<file path="src/hdl/trab_pkg.sv">
`timescale 1ns / 1ps
// ----------------------------------------------------------------------------
// trab_pkg
// shared types and constants of the textured rectangle alpha blitter
// ----------------------------------------------------------------------------
package trab_pkg;

	localparam int MEM_DEPTH = 4096;
	localparam int ADDR_W    = 12;
	localparam int PIX_W     = 32;
	localparam int COORD_W   = 10;
	localparam int CFG_W     = 11;
	localparam int CFG_IDX_W = 3;

	// request kinds
	localparam logic REQ_LOAD  = 1'b0;
	localparam logic REQ_PIXEL = 1'b1;

	// configuration register indexes
	localparam logic [CFG_IDX_W-1:0] REG_RECT_X      = 3'd0;
	localparam logic [CFG_IDX_W-1:0] REG_RECT_Y      = 3'd1;
	localparam logic [CFG_IDX_W-1:0] REG_RECT_W      = 3'd2;
	localparam logic [CFG_IDX_W-1:0] REG_RECT_H      = 3'd3;
	localparam logic [CFG_IDX_W-1:0] REG_TEX_START_X = 3'd4;
	localparam logic [CFG_IDX_W-1:0] REG_TEX_START_Y = 3'd5;
	localparam logic [CFG_IDX_W-1:0] REG_TEX_END_X   = 3'd6;
	localparam logic [CFG_IDX_W-1:0] REG_TEX_END_Y   = 3'd7;

	typedef struct packed {
		logic               req_type;
		logic [ADDR_W-1:0]  texel_index;
		logic [PIX_W-1:0]   texel_value;
		logic [COORD_W-1:0] pixel_x;
		logic [COORD_W-1:0] pixel_y;
		logic [PIX_W-1:0]   dst_pixel;
	} req_t;

	typedef struct packed {
		logic [PIX_W-1:0] pixel_out;
		logic             covered;
	} rsp_t;

	// side data that travels beside the mapping pipeline
	typedef struct packed {
		logic              is_pix;
		logic              in_rect;
		logic [ADDR_W-1:0] index;
		logic [PIX_W-1:0]  value;
		logic [PIX_W-1:0]  dst;
	} side_t;

endpackage

</file>
<file path="src/hdl/trab_blend.sv">
`timescale 1ns / 1ps
// ----------------------------------------------------------------------------
// trab_blend
// per channel alpha blend with exact divide by 255, two stages
// ----------------------------------------------------------------------------
module trab_blend (
	input  logic                      clk,
	input  logic                      en,
	input  logic [trab_pkg::PIX_W-1:0] src,
	input  logic [trab_pkg::PIX_W-1:0] dst,
	input  logic                      in_rect,
	output logic [trab_pkg::PIX_W-1:0] pixel,
	output logic                      covered
);
	import trab_pkg::*;

	logic [7:0]       a;
	logic [15:0]      sum [3];
	logic [15:0]      sum_s1 [3];
	logic [PIX_W-1:0] dst_s1;
	logic             in_rect_s1;
	logic [7:0]       chan [3];

	always_comb begin
		a = src[31:24];
		for (int c = 0; c < 3; c++) begin
			sum[c] = 16'(16'(8'd255 - a) * 16'(dst[8*c +: 8])) +
				16'(16'(a) * 16'(src[8*c +: 8]));
		end
	end

	always_ff @(posedge clk) begin
		if (en) begin
			sum_s1     <= sum;
			dst_s1     <= dst;
			in_rect_s1 <= in_rect;
		end
	end

	// floor(x / 255) as (x + 1 + (x >> 8)) >> 8, exact for every x below 65535
	always_comb begin
		for (int c = 0; c < 3; c++) begin
			chan[c] = 8'((17'(sum_s1[c]) + 17'd1 + 17'(sum_s1[c][15:8])) >> 8);
		end
	end

	always_ff @(posedge clk) begin
		if (en) begin
			covered <= in_rect_s1;
			pixel   <= in_rect_s1 ? {dst_s1[31:24], chan[2], chan[1], chan[0]} : dst_s1;
		end
	end
endmodule

</file>
<file path="config.mk">
export PLATFORM = sky130hd
export DESIGN_NAME = trab_blend
export DESIGN_NICKNAME = d
export VERILOG_FILES = /design/src/hdl/trab_pkg.sv /design/src/hdl/trab_blend.sv
export SDC_FILE = /design/constraint.sdc
export NUM_CORES = 1
export LEC_CHECK = 0
export BUFFER_PORTS_ARGS = -buffer_cell sky130_fd_sc_hd__clkbuf_2
export CORE_MARGIN = 1
export CORE_UTILIZATION = 53
export CTS_CLUSTER_SIZE = 12
export DETAILED_ROUTE_END_ITERATION = 8
export HOLD_SLACK_MARGIN = 0.12
export PLACE_DENSITY = 0.79
export SLEW_MARGIN = 25
export SYNTH_ARGS = -nofsm -noshare
export SYNTH_HDL_FRONTEND = slang
export SYNTH_SLANG_ARGS = --single-unit
</file>
<file path="constraint.sdc">
create_clock -name clk -period 8 [get_ports clk]
set_input_delay 0.8 -clock clk [delete_from_list [all_inputs] [get_ports clk]]
set_output_delay 0.8 -clock clk [all_outputs]
set_load 0.01 [all_outputs]
</file>
==> impl_metrics.env <==
export IMPL_status="finished clean"
export IMPL_worst_slew_margin_rel_pct=28.9
export IMPL_crit_top_cell="fa_1"
export IMPL_ctsRootBufferMaster="clkbuf_16"
export IMPL_yosysUniqueCellTypes=52
export IMPL_cts_tree="yes"
export IMPL_clk_path_buf_depth=2
export IMPL_hp_class="reg -> reg"
export IMPL_tns_ps=0
export IMPL_antenna_found_initial=1
export IMPL_drive_above_1_share_pct=8.29
export IMPL_dr_pass1_iters=5
export IMPL_end_kind="flop"
export IMPL_critical_path_top_delay_family="adder cells"
export IMPL_p_leak_nw=9.45
export IMPL_final_period_utilization_pct=79.5
export IMPL_period_minus_slack_ps=6360
export IMPL_drv_slew=0
export IMPL_avgViaCountPerCell=5.18
export IMPL_synth_edff_count=114
export IMPL_die_x_um=185
export IMPL_fin_worst_skew_ps=9.05
export IMPL_synth_flop_cell="edfxtp_1"
export IMPL_fp_dieH_um=185
export IMPL_hold_slack_ps=418
export IMPL_drt_iter0_markers=684
export IMPL_route_detailed_drc=0
export IMPL_coreArea_sq_mm=0.0328
export IMPL_syn_avg_cell_area_sq_um=10.1
export IMPL_grt_max_degree=85
export IMPL_path_clk_slew_ps=60
export IMPL_path_class="in -> reg"
export IMPL_yosys_register_bits=114
export IMPL_insertion_delay_ps=410
export IMPL_startpoint="src[28]"
export IMPL_num_io_pins=100
export IMPL_final_util_pct=58.9
export IMPL_cp_cell_sequence="clkbuf_2, nand2b_1, fa_1, inv_1, fa_1, inv_1, fa_1, fa_1, fa_1, fa_1, inv_1, ha_1, nor4_1, a2111oi_0, o21a_1, a2111oi_0, o21ai_0"
export IMPL_n_antenna_cell=0
export IMPL_die_area_sq_mm=0.0342
export IMPL_cts_setup_buffers=0
export IMPL_clkSinkCount=114
export IMPL_rsz0062_at_grt="false"
export IMPL_startpoint_type="primary input"
export IMPL_synth_area_leaders="fa_1 32%, edfxtp_1 19%, ha_1 15%"
export IMPL_cts_resized=0
export IMPL_finalHoldViolations=0
export IMPL_worstPathRequired_ps=8140
export IMPL_numCtsBuffers=17
export IMPL_synth_area_sq_mm=0.0178
export IMPL_cp_data_arrival_time_ps=6500
export IMPL_worst_slew_pin_slew_ps=1070
export IMPL_fmax_mhz=157
export IMPL_powerDensity_mw_per_mm2=426
export IMPL_synth_top_cell_area_share_pct=32.4
export IMPL_maxCapViolations=0
export IMPL_async_reset_ff_share_pct=0
export IMPL_ys_seq_area_share_pct=19.3
export IMPL_first_global_vias=12800
export IMPL_grtUsageTotal_pct=23.5
export IMPL_initial_core_util_pct=54.2
export IMPL_hpwl_mm=29.0
export IMPL_cp_depth=17
export IMPL_wirelength_mm=36.4
export IMPL_place_gp_congestion=0.895
export IMPL_yosys_warnings=0
export IMPL_synthMostInstantiatedCell="inv_1"
export IMPL_timing_rr_end="pixel[22]"
export IMPL_min_path_cells=0
export IMPL_ff2ff_path_depth=7
export IMPL_grt_pass1_wl_mm=62.8
export IMPL_routedWlPerCell_um=15.9
export IMPL_final_net_count=2411
export IMPL_grt_overflow_total=0
export IMPL_via_count=11900
export IMPL_critPathMaxFanout=48
export IMPL_areaGrowthSynthToFinish_pct=8.84
export IMPL_cp_num_buf_inv=4
export IMPL_slowest_stage="clkbuf_2"
export IMPL_rows=66
export IMPL_htreeDepth=4
export IMPL_numPortBuffers=99
export IMPL_detail_route_antenna_nets=0
export IMPL_critPathCapture="sum_s1[29]"
export IMPL_max_stage_delay_ps=570
export IMPL_synth_common_cells="406 x inv_1, 287 x fa_1, 213 x ha_1"
export IMPL_netlist_instances=1761
export IMPL_r2r_setup_slack_ps=5580
export IMPL_ir_worst_vdd_mv=0.358
export IMPL_finalSetupViolations=0
export IMPL_yosys_area_top_type="fa_1"
export IMPL_ctsHoldBuffers=0
export IMPL_reg2reg_from="sum_s1[14]"
-- where the power goes --
group / internal, W / leakage (nW) / switching [W] / total (W)
clock: 0.000469 / 0.288 / 0.000294 / 0.000763
sequential: 0.00116 / 1.11 / 0.000128 / 0.00129
combinational: 0.00271 / 8.05 / 0.00346 / 0.00617
-- sequential cells by signal, indices dropped and copies added (netlist names) --
register,count
sum_s1,48
dst_s1,32
pixel,32
covered,1
in_rect_s1,1
-- layer usage --
metal  vias up  wire [um]  track usage [%]
li1       5597          -                -
met5         -         17                0
met1      5991      17000             33.0
met4         2        419             4.93
met2       278      17200             38.9
met3        31       1760             3.11
-- cells in the final DEF, fill, tap and decap left out, drive strengths merged, types with 2 or more instances in the layout --
cell and count:
a2111oi 4, a211o 2, a211oi 13, a21boi 4, a21o 9, a21oi 41, a31o 3, a31oi 6
and2 133, and3 3, buf 10, bufinv 2, clkbuf 114, clkinv 2, clkinvlp 2, conb 3
edfxtp 114, fa 287, ha 213, inv 415, mux2 3, nand2 78, nand2b 97, nand3 9
nand3b 3, nand4 5, nor2 51, nor2b 96, nor3 9, nor4 2, o211ai 5, o21a 10
o21ai 22, o21bai 4, o31ai 2, or2 4, or3 3, xnor2 48, xor2 13
-- cell families (layout without fill, tap and decap cells) --
group           count (synthesis)  after routing  synth area share [%]
fa+ha+maj                     500            500                  47.4
xor+xnor                       61             61                  3.01
buf+inv                       451            545                  9.53
other cells                     1              3                0.0211
simple gates                  495            495                  15.5
flops                         114            114                  19.3
compound gates                136            136                  5.05
mux                             3              3                 0.190
-- per-stage QoR --
| step | std cells | setup slack [ps] | total power (W) | cell area, sq um |
|---|---|---|---|---|
| after floorplan | 1763 | 1990 | 0.00599 | 17800 |
| after global placement | 2266 | 1400 | 0.00715 | 18700 |
| after detailed placement | 2266 | 1250 | 0.00740 | 18700 |
| after CTS | 2298 | 1680 | 0.00821 | 19300 |
| after global routing | 2299 | 1180 | 0.00911 | 19300 |
| final | 2299 | 1640 | 0.00822 | 19300 |
-- worst min path at each step --
stage / to / startpoint
6_report: pixel[31] / dst_s1[31]
5_1_grt: pixel[28] / dst_s1[28]
4_1_cts: pixel[28] / dst_s1[28]
3_5_place_dp: pixel[25] / dst_s1[25]
3_3_place_gp: pixel[28] / dst_s1[28]
2_1_floorplan: pixel[24] / dst_s1[24]
-- area by class of cell --
cell class | instances | area [sq um]
multi-input cells | 1198 | 12600
fillers | 2802 | 13500
clock buffers | 17 | 425
well taps | 442 | 553
repair buffers | 107 | 582
inverters | 406 | 1520
flip-flops and latches | 114 | 3420
clock inverters | 15 | 171
(Power assumes the default switching activity.)
