`src/hdl/trab_pkg.sv`:
```
`timescale 1ns / 1ps
// ----------------------------------------------------------------------------
// trab_pkg
// shared types and constants of the textured rectangle alpha blitter
// ----------------------------------------------------------------------------
package trab_pkg;

	localparam int MEM_DEPTH = 4096;
	localparam int ADDR_W    = 12;
	localparam int PIX_W     = 32;
	localparam int COORD_W   = 10;
	localparam int CFG_W     = 11;
	localparam int CFG_IDX_W = 3;

	// request kinds
	localparam logic REQ_LOAD  = 1'b0;
	localparam logic REQ_PIXEL = 1'b1;

	// configuration register indexes
	localparam logic [CFG_IDX_W-1:0] REG_RECT_X      = 3'd0;
	localparam logic [CFG_IDX_W-1:0] REG_RECT_Y      = 3'd1;
	localparam logic [CFG_IDX_W-1:0] REG_RECT_W      = 3'd2;
	localparam logic [CFG_IDX_W-1:0] REG_RECT_H      = 3'd3;
	localparam logic [CFG_IDX_W-1:0] REG_TEX_START_X = 3'd4;
	localparam logic [CFG_IDX_W-1:0] REG_TEX_START_Y = 3'd5;
	localparam logic [CFG_IDX_W-1:0] REG_TEX_END_X   = 3'd6;
	localparam logic [CFG_IDX_W-1:0] REG_TEX_END_Y   = 3'd7;

	typedef struct packed {
		logic               req_type;
		logic [ADDR_W-1:0]  texel_index;
		logic [PIX_W-1:0]   texel_value;
		logic [COORD_W-1:0] pixel_x;
		logic [COORD_W-1:0] pixel_y;
		logic [PIX_W-1:0]   dst_pixel;
	} req_t;

	typedef struct packed {
		logic [PIX_W-1:0] pixel_out;
		logic             covered;
	} rsp_t;

	// side data that travels beside the mapping pipeline
	typedef struct packed {
		logic              is_pix;
		logic              in_rect;
		logic [ADDR_W-1:0] index;
		logic [PIX_W-1:0]  value;
		logic [PIX_W-1:0]  dst;
	} side_t;

endpackage

```
`src/hdl/trab_axis.sv`:
```
`timescale 1ns / 1ps
// ----------------------------------------------------------------------------
// trab_axis
// nearest neighbor texel coordinate for one axis, pipelined divider
// ----------------------------------------------------------------------------
module trab_axis #(
	parameter int SIZE = 64
) (
	input  logic                          clk,
	input  logic                          en,
	input  logic [trab_pkg::COORD_W-1:0]  off,
	input  logic [6:0]                    start,
	input  logic [6:0]                    stop,
	input  logic [trab_pkg::CFG_W-1:0]    len,
	output logic [trab_pkg::COORD_W-1:0]  coord
);
	import trab_pkg::*;

	localparam int STAGES = 4;
	localparam int STEPS  = 4;
	localparam int NUM_W  = 16;
	localparam logic signed [18:0] MAX_C = 19'(SIZE - 1);

	logic signed [7:0] diff;
	logic [6:0]        mag;
	logic [16:0]       prod;

	logic [NUM_W-1:0]  dq_s  [STAGES+1];
	logic [CFG_W-1:0]  rem_s [STAGES+1];
	logic              neg_s [STAGES+1];

	// span and product
	always_comb begin
		diff = $signed({1'b0, stop}) - $signed({1'b0, start});
		mag  = diff[7] ? 7'(-diff) : diff[6:0];
		prod = 17'(off) * 17'(mag);
	end

	always_ff @(posedge clk) begin
		if (en) begin
			dq_s[0]  <= prod[NUM_W-1:0];
			rem_s[0] <= '0;
			neg_s[0] <= diff[7];
		end
	end

	// restoring division, four quotient bits per stage
	for (genvar k = 0; k < STAGES; k++) begin : g_div
		logic [NUM_W-1:0] dq_n;
		logic [CFG_W-1:0] rem_n;
		logic [CFG_W:0]   trial;

		always_comb begin
			dq_n  = dq_s[k];
			rem_n = rem_s[k];
			trial = '0;
			for (int i = 0; i < STEPS; i++) begin
				trial = {rem_n, dq_n[NUM_W-1]};
				if (trial >= {1'b0, len}) begin
					trial = trial - {1'b0, len};
					dq_n  = {dq_n[NUM_W-2:0], 1'b1};
				end else begin
					dq_n  = {dq_n[NUM_W-2:0], 1'b0};
				end
				rem_n = trial[CFG_W-1:0];
			end
		end

		always_ff @(posedge clk) begin
			if (en) begin
				dq_s[k+1]  <= dq_n;
				rem_s[k+1] <= rem_n;
				neg_s[k+1] <= neg_s[k];
			end
		end
	end

	// floor toward minus infinity, offset and clamp
	logic [16:0]       qmag;
	logic signed [18:0] t;

	always_comb begin
		qmag = 17'(dq_s[STAGES]) +
			17'(neg_s[STAGES] && (rem_s[STAGES] != '0));
		t = $signed({12'd0, start}) +
			(neg_s[STAGES] ? -$signed({2'b0, qmag}) : $signed({2'b0, qmag}));
	end

	always_ff @(posedge clk) begin
		if (en) begin
			if (t < 0) begin
				coord <= '0;
			end else if (t > MAX_C) begin
				coord <= MAX_C[COORD_W-1:0];
			end else begin
				coord <= t[COORD_W-1:0];
			end
		end
	end
endmodule

```
`config.mk`:
```
export PLATFORM = sky130hd
export DESIGN_NAME = trab_axis
export DESIGN_NICKNAME = d
export VERILOG_FILES = /design/src/hdl/trab_pkg.sv /design/src/hdl/trab_axis.sv
export SDC_FILE = /design/constraint.sdc
export NUM_CORES = 1
export LEC_CHECK = 0
export BUFFER_PORTS_ARGS = -buffer_cell sky130_fd_sc_hd__buf_2
export CAP_MARGIN = 40
export CORE_UTILIZATION = 60
export DETAILED_ROUTE_END_ITERATION = 10
export PLACE_DENSITY = 0.77
export SLEW_MARGIN = 5
export SYNTH_ARGS = -nofsm -noshare
export SYNTH_HDL_FRONTEND = slang
export SYNTH_SLANG_ARGS = --single-unit
```
`constraint.sdc`:
```
create_clock -name clk -period 12.5 [get_ports clk]
set_input_delay 0.625 -clock clk [delete_from_list [all_inputs] [get_ports clk]]
set_output_delay 0.625 -clock clk [all_outputs]
set_load 0.1 [all_outputs]
```
==> flow_summary.toml <==
[finish]
mostFrequentLayoutCell = "ha_1"
diodes = 0
multi_input_area_sq_um = 12300
nFillCells = 2315
nets = 2342
final_cell_mix = "ha_1, inv_1, nand2_1"
seq_area_sq_um = 4170
drive_gt1_frac = 0.0900
synthToLayoutAreaGrowth_pct = 7.61

[logic_synthesis]
synth.top_cell.area_share = 0.240
seq_area_frac_synth = 0.240
syn_avg_cell_area_sq_um = 8.77
syn_inst = 1979
synth_edf_count = 139
yosys-top-cells-area = "edfxtp_1, ha_1, fa_1"
async_flop_share = 0
synth_warnings = 0
synth_cell_types = 81
synth_top_area_cell = "edfxtp_1"
ys.flop_type = "edfxtp_1"
synth_area_sq_um = 17400
synth-seq-cells = 139

[sta]
max_slew_margin = 0.359
fin_skew_ps = 14.6
setup_viol = 0
tightest_slew_ps = 954
fmax_mhz = 92.8
slew_violations = 0
period_minus_slack_ps = 10770
rsz0062_at_grt = "false"
hold_viol = 0
min_period_over_period = 0.862
tns_ps = 0

[floorplan]
dieArea_sq_um = 29600
dieWidth_um = 172
die_h_um = 172
start_util = 0.618
ios = 47
core_sq_um = 28100
rows = 61

[run]
drv_cap = 0

[placed_design]
post-dp-hpwl_um = 33700
globalplace.congestion = 0.986
port_buffers = 46

[clock_network]
cts_setup_buffers = 0
clock-sinks = 139
clkTransAtPathRegs_ps = 70
postCtsHoldBufs = 0
clk_latency_ps = 440
cts_buffers = 17
ctsResizeCount = 0
cts_root_buffer = "clkbuf_16"
clockBufferDepth = 2
cts_tree = "done"
htree_levels = 4

[worst_setup_path]
cp_max_fo = 12
cp-end-kind = "flop"
crit_path_max_incr_delay_ps = 710
r2r_end = "rem_s[0][32]"
rrSetupSlack_ps = 2070
critPathRequiredTime_ps = 12640
crit_type = "in2reg"
r2r_cells = 41
startpoint_type = "primary input"
rr_startpoint = "dq_s[0][31]"
cp_common_cell = "a21oi_1"
cp_slowest_cell = "or4_1"
worstPathArrival_ps = 10910

[global_route]
busiest_layer = "met2"
use_met3 = 0.0387
use_met1 = 0.392
grt_pass1_wl_um = 69600
track_usage = 0.300
antenna_found_initial = 0
met2_usage = 0.504
grt_pass1_vias = 14000
grt-ovfl-total = 0
grt_max_degree = 80

[drt]
route.detailed.drc = 0
dr.pass1.iters = 6
drt-initial-drc-count = 1184
ant_nets = 0
wl_per_cell_um = 17.8
routed_via_density = 6.19
vias = 15000
wl_um = 43200

[worst_hold_path]
worstHoldPathCells = 0
hp-start = "dq_s[0][2]"
min_path_type = "reg2reg"
min_to = "dq_s[0][22]"

[run_status]
status = "completed"
[worst max-delay path: cells and delay by family]
family          cells  cell delay (ps)
compound gates     22             4420
simple gates        8             2600
fa+ha+maj           4             1520
buf+inv             6             1390
mux                 1              370
[synthesized netlist by cell type (6+ instances only)]
| cell type | number |
|---|---|
| nor3_1 | 48 |
| a21oi_1 | 117 |
| nor2b_1 | 42 |
| a31oi_1 | 24 |
| fa_1 | 55 |
| o41ai_1 | 6 |
| a211oi_1 | 10 |
| or2_2 | 8 |
| xor2_1 | 59 |
| nor3b_1 | 11 |
| nand4_1 | 32 |
| o21ai_0 | 106 |
| a21o_1 | 24 |
| and3_1 | 20 |
| buf_2 | 12 |
| inv_1 | 198 |
| inv_2 | 9 |
| a221o_1 | 6 |
| and2_1 | 35 |
| o21ai_1 | 16 |
| o21a_1 | 36 |
| edfxtp_1 | 139 |
| o221ai_1 | 18 |
| o31ai_1 | 26 |
| nand3_1 | 52 |
| nand2b_1 | 40 |
| a21boi_0 | 10 |
| a22oi_1 | 9 |
| o211ai_1 | 13 |
| nor4_1 | 15 |
| o31a_1 | 6 |
| nor2_1 | 119 |
| clkbuf_1 | 13 |
| or3_1 | 19 |
| ha_1 | 218 |
| mux2_2 | 55 |
| mux2i_1 | 21 |
| nand2_1 | 156 |
| o21bai_1 | 12 |
| xnor2_1 | 83 |
[metal layers]
layer / share of wire / vias to the layer above
met3: 0.054 / 106
met2: 0.47 / 532
met5: 0 / -
met4: 0.037 / 0
li1: - / 7334
met1: 0.44 / 7030
[logic make-up (layout without fill, tap and decap cells)]
group	count (synthesis)	count (layout)	synth area share
and+or+nand+nor	618	618	0.181
xor gates and xnor gates	142	142	0.0717
buffers and inverters	239	302	0.0534
DFF	139	139	0.240
other	1	4	0.000216
AOI/OAI and AO/OA	490	490	0.185
adders and majority gates	273	273	0.221
muxes	77	77	0.0484
[how the worst max path moves through the flow]
stage	cells past startpoint	start	end	slack, ps
floorplan	42	len[2]	rem_s[0][54]	2840
global placement	38	len[1]	rem_s[0][20]	1750
detailed placement	42	len[3]	rem_s[0][30]	1460
CTS	42	len[3]	rem_s[0][30]	1850
global route	40	len[2]	rem_s[0][32]	850
finish	41	len[2]	rem_s[0][32]	1730
[cell type report]
type                       instances  area share
clock buffer                      17      0.0228
clock inverter                    15      0.0109
inverter                         209      0.0421
multi-input combinational       1604       0.657
sequential                       139       0.223
tap                              378      0.0253
timing repair buffer              61      0.0187
[state kept, by name, indices dropped and copies added, names as in the netlist]
register	count
dq_s	80
rem_s	44
coord	10
neg_s	5
[metrics by stage]
stage / hold WS, ps / setup slack (ps) / utilization / instance area (sq um) / cells
finish: 419 / 1730 / 0.665 / 18700 / 2423
global route: 423 / 850 / 0.665 / 18700 / 2423
CTS: 419 / 1850 / 0.665 / 18700 / 2423
detailed placement: 405 / 1460 / 0.643 / 18100 / 2391
global placement: 403 / 1750 / 0.643 / 18100 / 2391
floorplan: 400 / 2840 / - / 17400 / 1982
Power is not shown: default switching activity piles up to over one toggle a cycle in this logic, so the estimate is an artifact.
